`config.mk`:
```
export PLATFORM = sky130hd
export DESIGN_NAME = stepped_gain_agc_controller
export DESIGN_NICKNAME = d
export VERILOG_FILES = /design/src/rtl/sgagc_pkg.sv /design/src/rtl/sgagc_core.sv /design/src/rtl/stepped_gain_agc_controller.sv
export SDC_FILE = /design/constraint.sdc
export NUM_CORES = 1
export LEC_CHECK = 0
export BUFFER_PORTS_ARGS = -buffer_cell sky130_fd_sc_hd__buf_2
export CAP_MARGIN = 20
export CORE_ASPECT_RATIO = 0.9
export CORE_MARGIN = 2
export CORE_UTILIZATION = 25
export CTS_BUF_LIST = sky130_fd_sc_hd__clkbuf_4
export CTS_CLUSTER_SIZE = 14
export DETAILED_ROUTE_END_ITERATION = 8
export GPL_ROUTABILITY_DRIVEN = 1
export SLEW_MARGIN = 30
export SYNTH_ARGS = -nofsm -noshare
export SYNTH_HDL_FRONTEND = slang
export SYNTH_SLANG_ARGS = --single-unit
export TNS_END_PERCENT = 20
```
`constraint.sdc`:
```
create_clock -name clk -period 13.6 [get_ports clk]
set_clock_uncertainty 0.05 [all_clocks]
set_input_delay 2.72 -clock clk [delete_from_list [all_inputs] [get_ports clk]]
set_output_delay 2.72 -clock clk [all_outputs]
set_load 0.05 [all_outputs]
```
`src/rtl/sgagc_pkg.sv`:
```
// Types, register indexes and helper functions of the stepped-gain AGC controller.
package sgagc_pkg;

    // Configuration register indexes.
    localparam logic [2:0] REG_HIGH_THR  = 3'd0;
    localparam logic [2:0] REG_LOW_THR   = 3'd1;
    localparam logic [2:0] REG_SETTLE    = 3'd2;
    localparam logic [2:0] REG_HOLDOFF   = 3'd3;
    localparam logic [2:0] REG_PHASE     = 3'd4;
    localparam logic [2:0] REG_INIT_LINE = 3'd5;

    // Gain limits and the largest settle counter value.
    localparam logic [2:0]  GAIN_MAX = 3'd4;
    localparam logic [17:0] CNT_MAX  = 18'h1FFFF;

    typedef struct packed {
        logic [15:0] high_threshold;
        logic [15:0] low_threshold;
        logic [15:0] settle_count;
        logic [15:0] holdoff_ticks;
        logic [3:0]  second_phase;
        logic [3:0]  initial_lines;
    } cfg_t;

    typedef struct packed {
        logic [15:0] range_level;
        logic [5:0]  second_now;
        logic        holdoff_request;
    } item_t;

    typedef struct packed {
        logic [2:0] gain;
        logic       adjusted;
    } agc_res_t;

    // Second of the minute reduced modulo ten with three compare-subtract steps.
    function automatic logic [3:0] sec_mod10(input logic [5:0] sec);
        logic [5:0] r;
        r = sec;
        if (r >= 6'd40) r = r - 6'd40;
        if (r >= 6'd20) r = r - 6'd20;
        if (r >= 6'd10) r = r - 6'd10;
        return r[3:0];
    endfunction

    // The lowest zero line bit picks the starting gain; all ones keeps it.
    function automatic logic [2:0] initial_gain(input logic [3:0] lines,
                                                input logic [2:0] current);
        logic [2:0] g;
        if (!lines[0])      g = 3'd4;
        else if (!lines[1]) g = 3'd3;
        else if (!lines[2]) g = 3'd2;
        else if (!lines[3]) g = 3'd1;
        else                g = current;
        return g;
    endfunction

endpackage

```
`src/rtl/sgagc_core.sv`:
```
// Gain state, settle counter and the per-tick adjustment decision.
module sgagc_core (
    input  logic              clk,
    input  logic              rst_n,
    input  logic              fire,
    input  sgagc_pkg::item_t  item,
    input  sgagc_pkg::cfg_t   cfg,
    output sgagc_pkg::agc_res_t res
);
    import sgagc_pkg::*;

    logic [2:0]  gain_reg, gain_next;
    logic [17:0] cnt_reg, cnt_next;
    logic        first_reg;

    logic [2:0]  gain_start;
    logic [17:0] cnt_load;
    logic [17:0] cnt_inc;
    logic [14:0] half;
    logic        settle_ok;
    logic        phase_ok;
    logic        adjust;

    // Start gain: taken from the line bits on the first tick only.
    assign gain_start = first_reg ? initial_gain(cfg.initial_lines, gain_reg) : gain_reg;

    // Hold-off load, then a saturating increment.
    assign cnt_load = item.holdoff_request ? (18'd0 - {2'b00, cfg.holdoff_ticks}) : cnt_reg;
    assign cnt_inc  = (cnt_load != CNT_MAX) ? cnt_load + 18'd1 : cnt_load;

    // Both gates must pass before the gain moves.
    assign settle_ok = $signed(cnt_inc) >= $signed({2'b00, cfg.settle_count});
    assign phase_ok  = sec_mod10(item.second_now) == cfg.second_phase;
    assign adjust    = settle_ok && phase_ok;
    assign half      = item.range_level[15:1];

    // Step down wins when both thresholds are crossed; limits hold the gain.
    always_comb
    begin
        gain_next = gain_start;
        cnt_next  = cnt_inc;
        if (adjust)
        begin
            cnt_next = '0;
            if ({1'b0, half} > cfg.high_threshold)
            begin
                if (gain_start != 3'd0) gain_next = gain_start - 3'd1;
            end
            else if ({1'b0, half} < cfg.low_threshold)
            begin
                if (gain_start < GAIN_MAX) gain_next = gain_start + 3'd1;
            end
        end
    end

    assign res.gain     = gain_next;
    assign res.adjusted = adjust;

    // State advances once per tick that leaves the input stage.
    always_ff @(posedge clk or negedge rst_n)
    begin
        if (!rst_n)
        begin
            gain_reg  <= '0;
            cnt_reg   <= '0;
            first_reg <= 1'b1;
        end
        else if (fire)
        begin
            gain_reg  <= gain_next;
            cnt_reg   <= cnt_next;
            first_reg <= 1'b0;
        end
    end

endmodule

```
`src/rtl/stepped_gain_agc_controller.sv`:
```
// Stepped-gain AGC controller: one tick in, one result out, one tick per clock cycle while
// out_ready is high. Each tick passes an input register and then the result register, and a
// new tick can be taken every cycle while out_ready is high; the throughput is set by the
// single gain-and-counter update done per tick between those two registers. Configuration
// is written through cfg_valid/cfg_index/cfg_data, which is always ready; it must only be
// changed while no tick is in flight.
module stepped_gain_agc_controller (
    input  logic        clk,
    input  logic        rst_n,
    input  logic        in_valid,
    output logic        in_ready,
    input  logic [15:0] range_level,
    input  logic [5:0]  second_now,
    input  logic        holdoff_request,
    output logic        out_valid,
    input  logic        out_ready,
    output logic [2:0]  gain_step,
    output logic        line_one,
    output logic        line_two,
    output logic        line_three,
    output logic        line_four,
    output logic        adjusted,
    input  logic        cfg_valid,
    output logic        cfg_ready,
    input  logic [2:0]  cfg_index,
    input  logic [15:0] cfg_data
);
    import sgagc_pkg::*;

    cfg_t     cfg_reg;
    item_t    item_reg;
    logic     s1_valid_reg;
    logic     out_valid_reg;
    agc_res_t res_reg;
    agc_res_t res_next;
    logic     s1_take;

    // Configuration writes.
    assign cfg_ready = 1'b1;

    always_ff @(posedge clk or negedge rst_n)
    begin
        if (!rst_n)
        begin
            cfg_reg.high_threshold <= 16'd2000;
            cfg_reg.low_threshold  <= 16'd1000;
            cfg_reg.settle_count   <= 16'd10000;
            cfg_reg.holdoff_ticks  <= 16'd59000;
            cfg_reg.second_phase   <= 4'd3;
            cfg_reg.initial_lines  <= 4'd15;
        end
        else if (cfg_valid)
        begin
            unique case (cfg_index)
                REG_HIGH_THR:  cfg_reg.high_threshold <= cfg_data;
                REG_LOW_THR:   cfg_reg.low_threshold  <= cfg_data;
                REG_SETTLE:    cfg_reg.settle_count   <= cfg_data;
                REG_HOLDOFF:   cfg_reg.holdoff_ticks  <= cfg_data;
                REG_PHASE:     cfg_reg.second_phase   <= cfg_data[3:0];
                REG_INIT_LINE: cfg_reg.initial_lines  <= cfg_data[3:0];
                default: ;
            endcase
        end
    end

    // Pipeline control: the input stage moves on when the result register is free.
    assign s1_take  = s1_valid_reg && (!out_valid_reg || out_ready);
    assign in_ready = !s1_valid_reg || s1_take;

    always_ff @(posedge clk or negedge rst_n)
    begin
        if (!rst_n)
        begin
            s1_valid_reg  <= 1'b0;
            out_valid_reg <= 1'b0;
        end
        else
        begin
            if (in_ready) s1_valid_reg <= in_valid;
            if (s1_take) out_valid_reg <= 1'b1;
            else if (out_ready) out_valid_reg <= 1'b0;
        end
    end

    // Input register.
    always_ff @(posedge clk)
    begin
        if (in_valid && in_ready)
        begin
            item_reg.range_level     <= range_level;
            item_reg.second_now      <= second_now;
            item_reg.holdoff_request <= holdoff_request;
        end
    end

    sgagc_core u_core (
        .clk   (clk),
        .rst_n (rst_n),
        .fire  (s1_take),
        .item  (item_reg),
        .cfg   (cfg_reg),
        .res   (res_next)
    );

    // Result register.
    always_ff @(posedge clk)
    begin
        if (s1_take) res_reg <= res_next;
    end

    // Thermometer-coded control lines follow the reported gain.
    assign out_valid  = out_valid_reg;
    assign gain_step  = res_reg.gain;
    assign adjusted   = res_reg.adjusted;
    assign line_one   = res_reg.gain <= 3'd3;
    assign line_two   = res_reg.gain <= 3'd2;
    assign line_three = res_reg.gain <= 3'd1;
    assign line_four  = res_reg.gain == 3'd0;

endmodule

```
==> flow_summary.ini <==
[clock_network]
root_buffer = clkbuf_4
clock_latency_ps = 530
ctsHoldBuffers = 0
cts_max_level = 4
postCtsSetupBuffers = 0
cts_buffers = 17
cts_buffer_depth = 2
cts.sinks = 122
cts_tree = built
post_cts_resized = 0
clk_pin_slew_ps = 110

[final_layout]
syn_to_final_growth_pct = 13.8
nets = 922
final_cell_mix = nand2_1 (103), o21ai_0 (69), inv_1 (67)
largest_reg_flops = 72
layout_commonest_cell = nand2_1
drive_gt1_share_pct = 21.2
nFillCells = 3155
seq_area_um2 = 3220
fin_cells = 1228
final_area_um2 = 8380
diodes = 0
multi_input_area_um2 = 3770

[sta]
finalCritPeriodShare_pct = 44.1
finalHoldViolCount = 0
rsz0062_at_grt = no
finalSetupViolCount = 0
finalSetupTns_ps = 0
fmax_ghz = 0.167
whs_ps = 443
timing.slew.headroom_pct = 44.5
worst-slew-pin-transition_ps = 826
finalCriticalPeriod_ps = 6000
maxSlewViolCount = 0

[critical_path]
cp_slowest_stage_delay_ps = 230
crit_type = in -> out
cp_common_cell = buf_2
cp-end-kind = primary output
path_max_fanout = 3
critPathRequiredTime_ps = 10830
critPathArrivalTime_ps = 3230
crit_path_top_delay_cell = buf_2
setup.worst_path.start_class = input port
crit_chain = buf_2, nand3b_1, buf_2

[drt]
drc = 0
via_per_inst = 4.61
drtPass1Iterations = 6
detail_route.iter0.violations = 374
vias = 5657
wl_um = 17100
ant_nets = 0
route.detailed.wl_per_inst_um = 13.9

[placement]
dp_hpwl_um = 12600
gp_congestion = 0.841
dp.cells = 1196
portBuffers = 55
post_dp_cell_area_um2 = 8080

[synth]
yosys.area_share.xor_xnor_pct = 3.33
synth-seq-area-share_pct = 43.8
synth.avg_cell_area_um2 = 9.60
synth_edf_count = 26
synth_top_family_by_area = simple AND/OR/NAND/NOR gates
synthAdderAreaFrac_pct = 9.51
ys.flop_type = dfrtp_1
syn_nets = 870
ys_warn_count = 0
synth_compound_area_share_pct = 13.5
ys_types = 66
muxShareOfSynthArea_pct = 6.54
synth-async-reset-ratio_pct = 78.7
synth-simple-area-share_pct = 18.1
netlist_area_um2 = 7370
ys_seq_elements = 122
syn_inst = 767

[floorplan]
die_w_um = 185
rows = 59
fp.coreArea_um2 = 28900
initial_core_util_pct = 25.5
die_h_um = 167
die-area_um2 = 30900
io_pins = 58

[global_route]
globalRouteTotalUtil_pct = 11.4
grt_max_degree = 57
antenna_found_initial = 0
grt-ovfl-total = 0
grt_pass1_wl_um = 28000
grt_pass1_vias = 5343

[power_and_ir_drop]
power_w = 0.00119
p_leak_nw = 3.50
power_density_nw_per_um2 = 142
peakVddDrop_v = 0.0000635

[hold_path]
min_path_type = reg -> reg

[run_status]
status = completed

[job]
maxCapViolCount = 0
-- cells by family (layout without fill, tap and decap cells) --
kind of cell             after synthesis  in the layout
buffers and inverters                 97            162
multiplexers                          44             44
other                                  1              1
XOR/XNOR                              28             28
flip-flops                           122            122
adder cells (fa/ha/maj)               56             56
AO/OA/AOI/OAI                        159            159
AND/OR/NAND/NOR                      260            260
-- final timing paths --
check / from / slack, ps / cells past startpoint / to
min in group asynchronous: rst_n / 2110 / 1 / u_core.cnt_reg[13]$_DFFE_PN0P_
worst min-delay path: u_core.cnt_reg[11]$_DFFE_PN0P_ / 440 / 2 / u_core.cnt_reg[11]$_DFFE_PN0P_
worst max register to register: cfg_reg[8]$_DFFE_PN0P_ / 7680 / 23 / u_core.gain_reg[1]$_DFFE_PN0P_
worst min register to register: u_core.cnt_reg[11]$_DFFE_PN0P_ / 440 / 2 / u_core.cnt_reg[11]$_DFFE_PN0P_
max in group asynchronous: rst_n / 10220 / 2 / cfg_reg[61]$_DFFE_PN0P_
worst max-delay path: out_ready / 7600 / 3 / in_ready
-- per-stage QoR --
| stage | setup WS (ps) | utilization (%) |
|---|---|---|
| after floorplan | 7630 | - |
| after global placement | 7610 | 27.9 |
| after detailed placement | 7610 | 27.9 |
| after CTS | 7600 | 29.0 |
| after global routing | 7100 | 29.0 |
| final | 7600 | 29.0 |
-- worst max-delay path, delay by kind of cell --
kind	cells	cell delay, ps
simple gates	1	180
buf+inv	2	330
-- power by group --
group / internal (W) / total, W / switching (W)
Combinational: 0.000167 / 0.000397 / 0.000230
Clock: 0.000133 / 0.000273 / 0.000141
Sequential: 0.000465 / 0.000520 / 0.0000555
Total: 0.000764 / 0.00119 / 0.000426
-- cell usage after synthesis (all sizes together) (4+ instances only) --
| cell type | count | area, um^2 |
|---|---|---|
| a31oi | 8 | 50.1 |
| nor3 | 21 | 110 |
| o31ai | 8 | 65.1 |
| nor2b | 12 | 75.1 |
| dfstp | 33 | 867 |
| nand4 | 12 | 75.1 |
| a211oi | 6 | 57.6 |
| o22ai | 5 | 31.3 |
| or3 | 5 | 31.3 |
| a21oi | 22 | 110 |
| nand2 | 104 | 393 |
| nor4 | 8 | 50.1 |
| o21ai | 69 | 345 |
| edfxtp | 26 | 781 |
| dfrtp | 63 | 1580 |
| mux2 | 33 | 372 |
| nand3b | 5 | 37.5 |
| clkbuf | 21 | 78.8 |
| nand3 | 14 | 70.1 |
| a21o | 12 | 90.1 |
| nor2 | 27 | 101 |
| nand2b | 19 | 119 |
| xor2 | 14 | 123 |
| inv | 67 | 251 |
| buf | 9 | 46.3 |
| or4 | 7 | 56.3 |
| or2 | 4 | 25.0 |
| mux2i | 11 | 110 |
| xnor2 | 14 | 123 |
| ha | 56 | 701 |
-- cell type report --
type                    count  area share, %
inverters                  67           3.00
multi-input cells         548           45.0
well taps                 396           5.91
repair buffers             63           4.03
clock buffers              20           1.79
clock inverters            12           1.79
flip-flops and latches    122           38.5
-- layer usage --
layer	routed length, um	global-route usage (%)
met4	354	4.07
met3	627	2.03
met5	0	0
met2	7840	18.0
met1	8250	15.6
Power figures use the tool's default switching activity.
